File: src/rtl/lcdseq_pkg.sv
// Shared types, constants and the initialization table of the character LCD bus sequencer.
package lcdseq_pkg;

  localparam int COLUMNS_DEF = 20;
  localparam int ROWS_DEF    = 4;
  localparam int QUEUE_DEPTH = 2;
  localparam int INIT_LEN    = 11;
  localparam int STEP_W      = $clog2(INIT_LEN);

  localparam logic [7:0]  STROBE_RESET  = 8'd50;
  localparam logic [7:0]  CMD_DDRAM     = 8'h80;
  localparam logic [6:0]  ROW_OFF_BIT0  = 7'h40;
  localparam logic [6:0]  ROW_OFF_BIT1  = 7'h14;
  localparam logic [13:0] WAIT_CURSOR   = 14'd400;
  localparam logic [13:0] WAIT_PUTCHAR  = 14'd500;

  typedef enum logic [2:0] {
    KIND_CMD       = 3'd0,
    KIND_DATA      = 3'd1,
    KIND_CURSOR    = 3'd2,
    KIND_PUTCHAR   = 3'd3,
    KIND_INIT      = 3'd4,
    KIND_BACKLIGHT = 3'd5
  } kind_t;

  typedef enum logic [1:0] {
    OP_WRITE   = 2'd0,
    OP_PUTCHAR = 2'd1,
    OP_INIT    = 2'd2,
    OP_STATUS  = 2'd3
  } op_t;

  // One classified request, as queued between front and back.
  typedef struct packed {
    op_t         op;
    logic        rs;
    logic [7:0]  byte_a;
    logic [7:0]  byte_b;
    logic [13:0] wait_us;
    logic        err;
    logic        bl_set;
    logic        bl_val;
  } job_t;

  function automatic logic [7:0] init_byte(input logic [STEP_W-1:0] idx);
    logic [7:0] b;
    case (idx)
      4'd0, 4'd1, 4'd2: b = 8'h30;
      4'd3:    b = 8'h38;
      4'd4:    b = 8'h08;
      4'd5:    b = 8'h01;
      4'd6:    b = 8'h06;
      4'd7:    b = 8'h80;
      4'd8:    b = 8'h0C;
      4'd9:    b = 8'h02;
      4'd10:   b = 8'h40;
      default: b = 8'h00;
    endcase
    return b;
  endfunction

  function automatic logic [13:0] init_wait(input logic [STEP_W-1:0] idx);
    logic [13:0] w;
    case (idx)
      4'd0:       w = 14'd10000;
      4'd1, 4'd2: w = 14'd500;
      4'd9:       w = 14'd2000;
      default:    w = 14'd1000;
    endcase
    return w;
  endfunction

endpackage

File: src/rtl/lcdseq_front.sv
// Request front end: checks the position, maps it to a DDRAM address and queues a job.
module lcdseq_front #(
  parameter int Columns = lcdseq_pkg::COLUMNS_DEF,
  parameter int Rows    = lcdseq_pkg::ROWS_DEF
) (
  input  logic              in_tvalid,
  output logic              in_tready,
  input  logic [2:0]        in_kind,
  input  logic [7:0]        in_data_byte,
  input  logic [4:0]        in_column,
  input  logic [2:0]        in_row,
  input  logic              in_backlight_on,
  input  logic              q_full,
  output logic              q_push,
  output lcdseq_pkg::job_t  q_job
);

  logic       bad_pos;
  logic [6:0] addr;
  logic [7:0] ddram_cmd;
  logic       known;

  assign bad_pos = (in_column >= 5'(Columns)) || (in_row >= 3'(Rows));
  assign addr    = {2'b00, in_column}
                 + (in_row[1] ? lcdseq_pkg::ROW_OFF_BIT1 : 7'd0)
                 + (in_row[0] ? lcdseq_pkg::ROW_OFF_BIT0 : 7'd0);
  assign ddram_cmd = lcdseq_pkg::CMD_DDRAM | {1'b0, addr};

  always_comb begin
    q_job         = '0;
    q_job.op      = lcdseq_pkg::OP_STATUS;
    known         = 1'b1;
    case (lcdseq_pkg::kind_t'(in_kind))
      lcdseq_pkg::KIND_CMD: begin
        q_job.op     = lcdseq_pkg::OP_WRITE;
        q_job.byte_a = in_data_byte;
      end
      lcdseq_pkg::KIND_DATA: begin
        q_job.op     = lcdseq_pkg::OP_WRITE;
        q_job.rs     = 1'b1;
        q_job.byte_a = in_data_byte;
      end
      lcdseq_pkg::KIND_CURSOR: begin
        if (bad_pos) begin
          q_job.err = 1'b1;
        end else begin
          q_job.op      = lcdseq_pkg::OP_WRITE;
          q_job.byte_a  = ddram_cmd;
          q_job.wait_us = lcdseq_pkg::WAIT_CURSOR;
        end
      end
      lcdseq_pkg::KIND_PUTCHAR: begin
        if (bad_pos) begin
          q_job.err = 1'b1;
        end else begin
          q_job.op     = lcdseq_pkg::OP_PUTCHAR;
          q_job.byte_a = ddram_cmd;
          q_job.byte_b = in_data_byte;
        end
      end
      lcdseq_pkg::KIND_INIT: begin
        q_job.op = lcdseq_pkg::OP_INIT;
      end
      lcdseq_pkg::KIND_BACKLIGHT: begin
        q_job.bl_set = 1'b1;
        q_job.bl_val = in_backlight_on;
      end
      default: begin
        known = 1'b0;   // unknown kinds are taken and dropped
      end
    endcase
  end

  assign in_tready = !q_full;
  assign q_push    = in_tvalid && in_tready && known;

endmodule

File: src/rtl/lcdseq_queue.sv
// Short job queue between the front end and the bus write sequencer.
module lcdseq_queue (
  input  logic              clk,
  input  logic              rst_n,
  input  logic              push,
  input  lcdseq_pkg::job_t  push_job,
  input  logic              pop,
  output logic              full,
  output logic              not_empty,
  output lcdseq_pkg::job_t  head_job
);

  localparam int Depth = lcdseq_pkg::QUEUE_DEPTH;
  localparam int PtrW  = (Depth > 1) ? $clog2(Depth) : 1;
  localparam int CntW  = $clog2(Depth + 1);

  lcdseq_pkg::job_t  slots_r [Depth];
  logic [PtrW-1:0]   wr_ptr_r, wr_ptr_nxt;
  logic [PtrW-1:0]   rd_ptr_r, rd_ptr_nxt;
  logic [CntW-1:0]   count_r, count_nxt;

  assign full      = (count_r == CntW'(Depth));
  assign not_empty = (count_r != '0);
  assign head_job  = slots_r[rd_ptr_r];

  always_comb begin
    wr_ptr_nxt = wr_ptr_r;
    rd_ptr_nxt = rd_ptr_r;
    count_nxt  = count_r;
    if (push) begin
      wr_ptr_nxt = (wr_ptr_r == PtrW'(Depth - 1)) ? '0 : wr_ptr_r + 1'b1;
    end
    if (pop) begin
      rd_ptr_nxt = (rd_ptr_r == PtrW'(Depth - 1)) ? '0 : rd_ptr_r + 1'b1;
    end
    if (push && !pop) begin
      count_nxt = count_r + 1'b1;
    end else if (pop && !push) begin
      count_nxt = count_r - 1'b1;
    end
  end

  always_ff @(posedge clk) begin
    if (!rst_n) begin
      wr_ptr_r <= '0;
      rd_ptr_r <= '0;
      count_r  <= '0;
    end else begin
      wr_ptr_r <= wr_ptr_nxt;
      rd_ptr_r <= rd_ptr_nxt;
      count_r  <= count_nxt;
    end
  end

  always_ff @(posedge clk) begin
    if (push) begin
      slots_r[wr_ptr_r] <= push_job;
    end
  end

  a_count_bound: assert property (@(posedge clk) disable iff (!rst_n)
    count_r <= CntW'(Depth)) else $error("queue count past depth");
  a_no_overflow: assert property (@(posedge clk) disable iff (!rst_n)
    push |-> (!full || pop)) else $error("push into full queue");
  a_no_underflow: assert property (@(posedge clk) disable iff (!rst_n)
    pop |-> not_empty) else $error("pop from empty queue");

endmodule

File: src/rtl/lcdseq_back.sv
// Bus write sequencer: expands jobs to descriptors, one per cycle unless stalled.
module lcdseq_back (
  input  logic              clk,
  input  logic              rst_n,
  input  logic              q_not_empty,
  input  lcdseq_pkg::job_t  q_head,
  output logic              q_pop,
  output logic              out_valid,
  input  logic              out_ready,
  output logic              out_bus_write,
  output logic              out_register_select,
  output logic [7:0]        out_bus_byte,
  output logic [13:0]       out_wait_us,
  output logic              out_position_error,
  output logic              out_backlight,
  output logic              out_last
);

  localparam int StepW = lcdseq_pkg::STEP_W;

  logic [StepW-1:0] step_r, step_nxt;
  logic             backlight_r, backlight_nxt;
  logic             valid_r, valid_nxt;
  logic             wr_r, rs_r, err_r, bl_r, last_r;
  logic [7:0]       byte_r;
  logic [13:0]      wait_r;

  logic             load;
  logic             last_step;
  logic             res_wr, res_rs, res_err, res_bl;
  logic [7:0]       res_byte;
  logic [13:0]      res_wait;

  always_comb begin
    last_step = 1'b1;
    res_wr    = 1'b1;
    res_rs    = 1'b0;
    res_byte  = 8'h00;
    res_wait  = 14'd0;
    res_err   = 1'b0;
    res_bl    = backlight_r;
    case (q_head.op)
      lcdseq_pkg::OP_WRITE: begin
        res_rs   = q_head.rs;
        res_byte = q_head.byte_a;
        res_wait = q_head.wait_us;
      end
      lcdseq_pkg::OP_PUTCHAR: begin
        // address write first, then the character
        last_step = (step_r != '0);
        res_rs    = last_step;
        res_byte  = last_step ? q_head.byte_b : q_head.byte_a;
        res_wait  = last_step ? lcdseq_pkg::WAIT_PUTCHAR : lcdseq_pkg::WAIT_CURSOR;
      end
      lcdseq_pkg::OP_INIT: begin
        last_step = (step_r == StepW'(lcdseq_pkg::INIT_LEN - 1));
        res_byte  = lcdseq_pkg::init_byte(step_r);
        res_wait  = lcdseq_pkg::init_wait(step_r);
      end
      lcdseq_pkg::OP_STATUS: begin
        res_wr  = 1'b0;
        res_err = q_head.err;
        res_bl  = q_head.bl_set ? q_head.bl_val : backlight_r;
      end
      default: begin
        res_wr = 1'b0;
      end
    endcase
  end

  assign load  = q_not_empty && (!valid_r || out_ready);
  assign q_pop = load && last_step;

  always_comb begin
    step_nxt      = step_r;
    backlight_nxt = backlight_r;
    valid_nxt     = valid_r;
    if (load) begin
      valid_nxt     = 1'b1;
      step_nxt      = last_step ? '0 : step_r + 1'b1;
      backlight_nxt = res_bl;
    end else if (out_ready) begin
      valid_nxt = 1'b0;
    end
  end

  always_ff @(posedge clk) begin
    if (!rst_n) begin
      step_r      <= '0;
      backlight_r <= 1'b0;
      valid_r     <= 1'b0;
    end else begin
      step_r      <= step_nxt;
      backlight_r <= backlight_nxt;
      valid_r     <= valid_nxt;
    end
  end

  always_ff @(posedge clk) begin
    if (load) begin
      wr_r   <= res_wr;
      rs_r   <= res_rs;
      byte_r <= res_byte;
      wait_r <= res_wait;
      err_r  <= res_err;
      bl_r   <= res_bl;
      last_r <= last_step;
    end
  end

  assign out_valid           = valid_r;
  assign out_bus_write       = wr_r;
  assign out_register_select = rs_r;
  assign out_bus_byte        = byte_r;
  assign out_wait_us         = wait_r;
  assign out_position_error  = err_r;
  assign out_backlight       = bl_r;
  assign out_last            = last_r;

  a_step_bound: assert property (@(posedge clk) disable iff (!rst_n)
    step_r <= StepW'(lcdseq_pkg::INIT_LEN - 1)) else $error("step counter overrun");
  a_status_clean: assert property (@(posedge clk) disable iff (!rst_n)
    (valid_r && !wr_r) |-> (byte_r == 8'h00 && wait_r == 14'd0 && !rs_r && last_r))
    else $error("status item carries write fields");
  a_err_no_write: assert property (@(posedge clk) disable iff (!rst_n)
    (valid_r && err_r) |-> !wr_r) else $error("position error on a write");
  a_bl_tracks: assert property (@(posedge clk) disable iff (!rst_n)
    valid_r |-> (bl_r == backlight_r)) else $error("shown backlight differs from state");

endmodule

File: src/rtl/char_lcd_bus_sequencer.sv
// Top level of the character LCD bus sequencer: front end, job queue and write sequencer.
//
//  channel  | direction | handshake            | payload
//  in_      | input     | in_tvalid/in_tready  | tuser kind, tdata request fields
//  out_     | output    | out_tvalid/tready    | tuser bus_write, tdata descriptor, tlast
//  cfg_     | input     | cfg_valid/cfg_ready  | cfg_data strobe_phase_us
//
// Each result item leaves the output register one per cycle while out_tready is high; a request
// gives 1, 2 or 11 descriptors, set by the step counter of the write sequencer.
// Requests are taken every cycle while the two-entry job queue has room, also while
// an output item waits. rst_n (synchronous) empties the queue, turns the backlight off
// and sets the strobe width to 50. Unknown kinds are taken and give no item.
module char_lcd_bus_sequencer #(
  parameter int COLUMNS = lcdseq_pkg::COLUMNS_DEF,
  parameter int ROWS    = lcdseq_pkg::ROWS_DEF
) (
  input  logic        clk,
  input  logic        rst_n,
  input  logic        in_tvalid,
  output logic        in_tready,
  input  logic [2:0]  in_tuser,   // [2:0] kind
  input  logic [23:0] in_tdata,   // [7:0] data_byte, [12:8] column, [15:13] row,
                                  // [16] backlight_on, [23:17] zero
  output logic        out_tvalid,
  input  logic        out_tready,
  output logic        out_tuser,  // [0] bus_write
  output logic [31:0] out_tdata,  // [0] register_select, [8:1] bus_byte, [22:9] wait_us,
                                  // [23] position_error, [24] backlight, [31:25] zero
  output logic        out_tlast,
  input  logic        cfg_valid,
  output logic        cfg_ready,
  input  logic [7:0]  cfg_data
);

  logic              q_push, q_pop, q_full, q_not_empty;
  lcdseq_pkg::job_t  q_job, q_head;
  logic [7:0]        strobe_phase_us_r, strobe_phase_us_nxt;
  logic              rs, pos_err, bl;
  logic [7:0]        bus_byte;
  logic [13:0]       wait_us;

  // strobe width is held for the bus driver; it does not change any result item
  assign cfg_ready           = 1'b1;
  assign strobe_phase_us_nxt = (cfg_valid && cfg_ready) ? cfg_data : strobe_phase_us_r;

  always_ff @(posedge clk) begin
    if (!rst_n) begin
      strobe_phase_us_r <= lcdseq_pkg::STROBE_RESET;
    end else begin
      strobe_phase_us_r <= strobe_phase_us_nxt;
    end
  end

  lcdseq_front #(
    .Columns (COLUMNS),
    .Rows    (ROWS)
  ) u_front (
    .in_tvalid       (in_tvalid),
    .in_tready       (in_tready),
    .in_kind         (in_tuser),
    .in_data_byte    (in_tdata[7:0]),
    .in_column       (in_tdata[12:8]),
    .in_row          (in_tdata[15:13]),
    .in_backlight_on (in_tdata[16]),
    .q_full          (q_full),
    .q_push          (q_push),
    .q_job           (q_job)
  );

  lcdseq_queue u_queue (
    .clk       (clk),
    .rst_n     (rst_n),
    .push      (q_push),
    .push_job  (q_job),
    .pop       (q_pop),
    .full      (q_full),
    .not_empty (q_not_empty),
    .head_job  (q_head)
  );

  lcdseq_back u_back (
    .clk                 (clk),
    .rst_n               (rst_n),
    .q_not_empty         (q_not_empty),
    .q_head              (q_head),
    .q_pop               (q_pop),
    .out_valid           (out_tvalid),
    .out_ready           (out_tready),
    .out_bus_write       (out_tuser),
    .out_register_select (rs),
    .out_bus_byte        (bus_byte),
    .out_wait_us         (wait_us),
    .out_position_error  (pos_err),
    .out_backlight       (bl),
    .out_last            (out_tlast)
  );

  assign out_tdata = {7'd0, bl, pos_err, wait_us, bus_byte, rs};

  a_strobe_reset: assert property (@(posedge clk)
    $past(!rst_n) |-> (strobe_phase_us_r == lcdseq_pkg::STROBE_RESET))
    else $error("strobe width not restored by reset");

endmodule
File: config.mk
export PLATFORM = sky130hd
export DESIGN_NAME = char_lcd_bus_sequencer
export DESIGN_NICKNAME = d
export VERILOG_FILES = /design/src/rtl/lcdseq_pkg.sv /design/src/rtl/lcdseq_front.sv /design/src/rtl/lcdseq_queue.sv /design/src/rtl/lcdseq_back.sv /design/src/rtl/char_lcd_bus_sequencer.sv
export SDC_FILE = /design/constraint.sdc
export NUM_CORES = 1
export LEC_CHECK = 0
export BUFFER_PORTS_ARGS = -buffer_cell sky130_fd_sc_hd__buf_4
export CAP_MARGIN = 15
export CELL_PAD_IN_SITES_DETAIL_PLACEMENT = 1
export CELL_PAD_IN_SITES_GLOBAL_PLACEMENT = 1
export CORE_UTILIZATION = 44
export CTS_CLUSTER_DIAMETER = 200
export DETAILED_ROUTE_END_ITERATION = 6
export PLACE_DENSITY = 0.83
export REMOVE_ABC_BUFFERS = 1
export SYNTH_ARGS = -nofsm -noshare
export SYNTH_HDL_FRONTEND = slang
export SYNTH_SLANG_ARGS = --single-unit
File: constraint.sdc
create_clock -name clk -period 3.56 [get_ports clk]
set_clock_uncertainty 0.1 [all_clocks]
set_input_delay 0.534 -clock clk [delete_from_list [all_inputs] [get_ports clk]]
set_output_delay 0.534 -clock clk [all_outputs]
set_load 0.01 [all_outputs]
# After elaboration in Yosys (flattened, before gate mapping)
# Memories as Yosys holds them, arrays and structs flattened. A register that Yosys moved wholly into a read port is not among the register bits.
# Cells that the tools add are included.
# op_classes
n_addsub,7
n_lt_le_gt_ge,2
n_eq_ne,13
n_mux,39
n_reduce_logical,23
# ops
operator,n
$pmux W14 S3,2
$pmux W8 S3,2
$mux W8,3
$mux W9,2
$mux W16,1
$mux W1,15
$mux W7,2
$mux W4,3
$mux W2,5
$eq A4 B4 Y1 const B,2
$pmux W2 S4,1
$add A5 B7 Y7,1
$add A7 B7 Y7,1
$eq A2 B2 Y1 const B,3
$eq A3 B2 Y1 const B,2
$eq A3 B3 Y1 const B,2
$logic_and A1 B1 Y1,6
$reduce_bool A2 Y1,3
$reduce_or A2 Y1,3
$reduce_or A6 Y1,1
$ge A5 B5 Y1 const B,1
$mux W5,1
$add A4 B1 Y4 const B,1
$eq A4 B1 Y1 const B,1
other kinds (14),20
# totals
ff_bits,37
ram_bits,62
mem_bits_ro,128
input_bits,40
output_inout_bits,37
elab_cells,99
mem_count,2
# memory_table
name,depth,width,rd,rd_ports_with_merged_regs,write_ports,line,rtl
(no name shown),16,8,1,1,0,lcdseq_pkg.sv:47,case (idx)
u_queue.slots_r,2,31,1,1,1,lcdseq_queue.sv:17,lcdseq_pkg::job_t slots_r [Depth];

# Depth between registers and ports, before layout
# logic_depth
depth_word,8
ltp_mapped,12
ltp_nobuf,10

# Cells and area by module
# From an unflattened synthesis, not the netlist that was laid out.
# unflattened
cells_unflattened,413
hier_area_um2,5425.2
# by_module_without_submodules
module,instances,cells_each,area_per_inst_um2,seq_area_each_um2
lcdseq_queue,1,134,2827.7,2262.2
lcdseq_back,1,211,2104.5,1071.0
lcdseq_front,1,55,402.9,0.0
char_lcd_bus_sequencer,1,13,90.1,0.0

# Worst setup path after synthesis
# Ideal clock, no wire load.
# synth_timing
kind,register to register
from,register with a tool-made name
to,register with a tool-made name
setup_ns,0.096
arrival_ns,2.827
required_time_ns,3.364
path_slack_ns,0.537
stages_incl_launch_ff,11
path_buffers,2
period_less_slack_ns,3.023
path_cell_list,dfxtp_1 clkbuf_1 buf_1 mux2i_1 inv_1 ha_1 nand4b_1 o211ai_4 or4_4 a21bo_1 o41ai_2

==> results.ini <==
[status]
status=finished clean

[clock_tree]
cts-root-buf=clkbuf_8
cts_setup_buffers=0
insertion_delay_ps=360
post_cts_resized=0
htreeDepth=3
cts_buffers=9
cts_buffer_depth=2
cts_hold_buf=0
clk_pin_slew_worst_paths_ps=90
clock_sinks=87
cts_tree=done

[yosys]
ys_async_sr_fraction_pct=0
yosysSeqAreaShare_pct=58.94
synth_top_area_share_pct=50.21
synth.cell_area_mm2=0.004126
synthFlopType=edfxtp_1
synth.most_common_cell=edfxtp_1
syn_inst=336
syn_avg_cell_area_um2=12.28
ys_top_cells_by_area=edfxtp_1 (50%), dfxtp_1 (8.7%), mux2_2 (4.9%)
synth.top_cells.by_count=edfxtp_1 (69), nor2_1 (29), dfxtp_1 (18), mux2_2 (18)
ys_ff_latch=87
ys_warn_count=0
synth_edf_count=69
synth_cell_types=52
yosysTopAreaCell=edfxtp_1

[worst_setup_path]
arrival_ps=3250
crit_required_ps=3730
rrSetupSlack_ps=490
cp-start-kind=flip-flop
crit_fanout=12
crit_path_end_kind=flip-flop
r2r_cells=8
criticalPathCategory=reg2reg

[die]
dieArea_mm2=0.009769
io_pins=77
fp.dieH_um=98.84
fp.coreArea_mm2=0.008891
rows=34
fp.dieW_um=98.84
initial_core_util_pct=46.41

[timing]
hold_ws_ps=385.8
slew_headroom_pct=49.73
period_share_pct=86.32
drv_slew=0
worstMarginPinSlew_ps=751.2
hold_viol=0
max_freq_mhz=325.4
setup_slack_ps=487.0
setup_violations=0
setup_tns_ps=0
fin_crit_ps=3073
grt_setup_unrepaired=no

[layout]
post-route-util_pct=53.29
drive_above_1_share_pct=24.81
nets=434
area_growth_pct=14.83
fillers=945
seqCellArea_mm2=0.002432
multi_input_comb_area_mm2=0.001520
antenna_cells=0
fin_area_mm2=0.004738

[routing]
num_vias=2719
drc=0
postRouteAntennaNets=0
dr.pass1.iters=6
drt-total-wl_mm=9.209
vias_per_cell=5.493
wl_per_cell_um=18.60
drt_iter0_markers=103

[flow_run]
max_cap_viol_count=0

[worst_hold_path]
hold_depth=2
min_path_type=in2reg

[global_route]
grt_pass1_vias=2825
antenna_found_initial=0
grt_pass1_wl_mm=14.68
grt_use_total_pct=20.00
grt_max_degree=30
grt_overflow=0

[power]
ir_worst_vdd_mv=0.2836
power_leakage_nw=1.829
pwr_density_cell_mw_per_mm2=739.8

[placement]
placed_area_mm2=0.004534
buffer_ports.inserted=48
dp_hpwl_mm=6.286
dp_worst_setup_slack_ps=608.4
place_congestion=0.8448

==> routing by layer <==
metal | vias to the layer above | global-route usage (%) | wire (um)
met1 | 1321 | 26.01 | 4077
li1 | 1302 | - | -
met5 | - | 0 | 0
met2 | 85 | 33.24 | 4553
met3 | 11 | 4.468 | 450
met4 | 0 | 6.429 | 127
==> metrics by stage <==
stage	cells	total power, mW
CTS	495	3.530
global placement	479	2.746
finish	495	3.505
global route	495	3.701
floorplan	318	2.302
detailed placement	479	2.806
==> power by group <==
part	total [mW]	internal [mW]	switching [mW]
clock network	0.715	0.332	0.383
logic	1.29	0.532	0.760
registers	1.50	1.41	0.0914
==> cell families (layout without fill, tap and decap cells) <==
family,Yosys count,after routing,synth area share (%)
AO/OA/AOI/OAI,59,59,10.55
XOR/XNOR,6,6,1.274
adder cells (fa/ha/maj),12,12,3.638
buffers and inverters,41,82,5.124
flip-flops,87,87,58.94
multiplexers,24,24,6.367
other,2,12,0.1820
AND/OR/NAND/NOR,105,105,13.92
==> worst min-delay path by stage <==
stage	startpoint	endpoint	slack, ps
after floorplan	u_back.backlight_r	u_back.backlight_r	340
after global placement	u_back.backlight_r	u_back.backlight_r	350
after detailed placement	u_back.backlight_r	u_back.backlight_r	390
after CTS	in_tdata[16]	u_queue.slots_r[1][0]	370
after global routing	rst_n	u_queue.wr_ptr_r	370
final	in_tdata[5]	u_queue.slots_r[0][17]	390
==> worst max-delay path, cell delays in order (launching register included) <==
cell and delay [ps]:
dfxtp_1 400, mux2i_1 390, inv_1 120, ha_1 360
nand4b_1 290, o211ai_4 180, or4_4 560, a21bo_1 250
o41ai_2 320
==> cell usage in the layout, fill, tap and decap left out, types with 4 or more instances in the layout <==
cell       n
a21o_1     4
a21oi_1   15
a222oi_1   8
and2_1    15
buf_4     53
clkbuf_8   9
conb_1    12
dfxtp_1   18
edfxtp_1  69
ha_1      12
inv_1     12
mux2_2    18
mux2i_1    6
nand2_1   13
nand2b_1  10
nand3_1   11
nor2_1    29
nor4_1     4
o21ai_0   10
==> sequential cells by signal, summed over array words and instances (netlist names), 2 cells and up, named ones only <==
name and count:
u_queue.slots_r 46, u_back.out_bus_byte 8, u_back.out_wait_us 10, u_back.step_r 4, u_queue.count_r 2
==> layout make-up <==
type,count,area share (%)
repair buffers,53,8.397
clock inverters,7,1.690
inverters,13,1.030
multi-input cells,218,32.08
clock buffers,9,2.614
flip-flops and latches,87,51.33
well taps,108,2.852
Power figures use the tool's default switching activity.
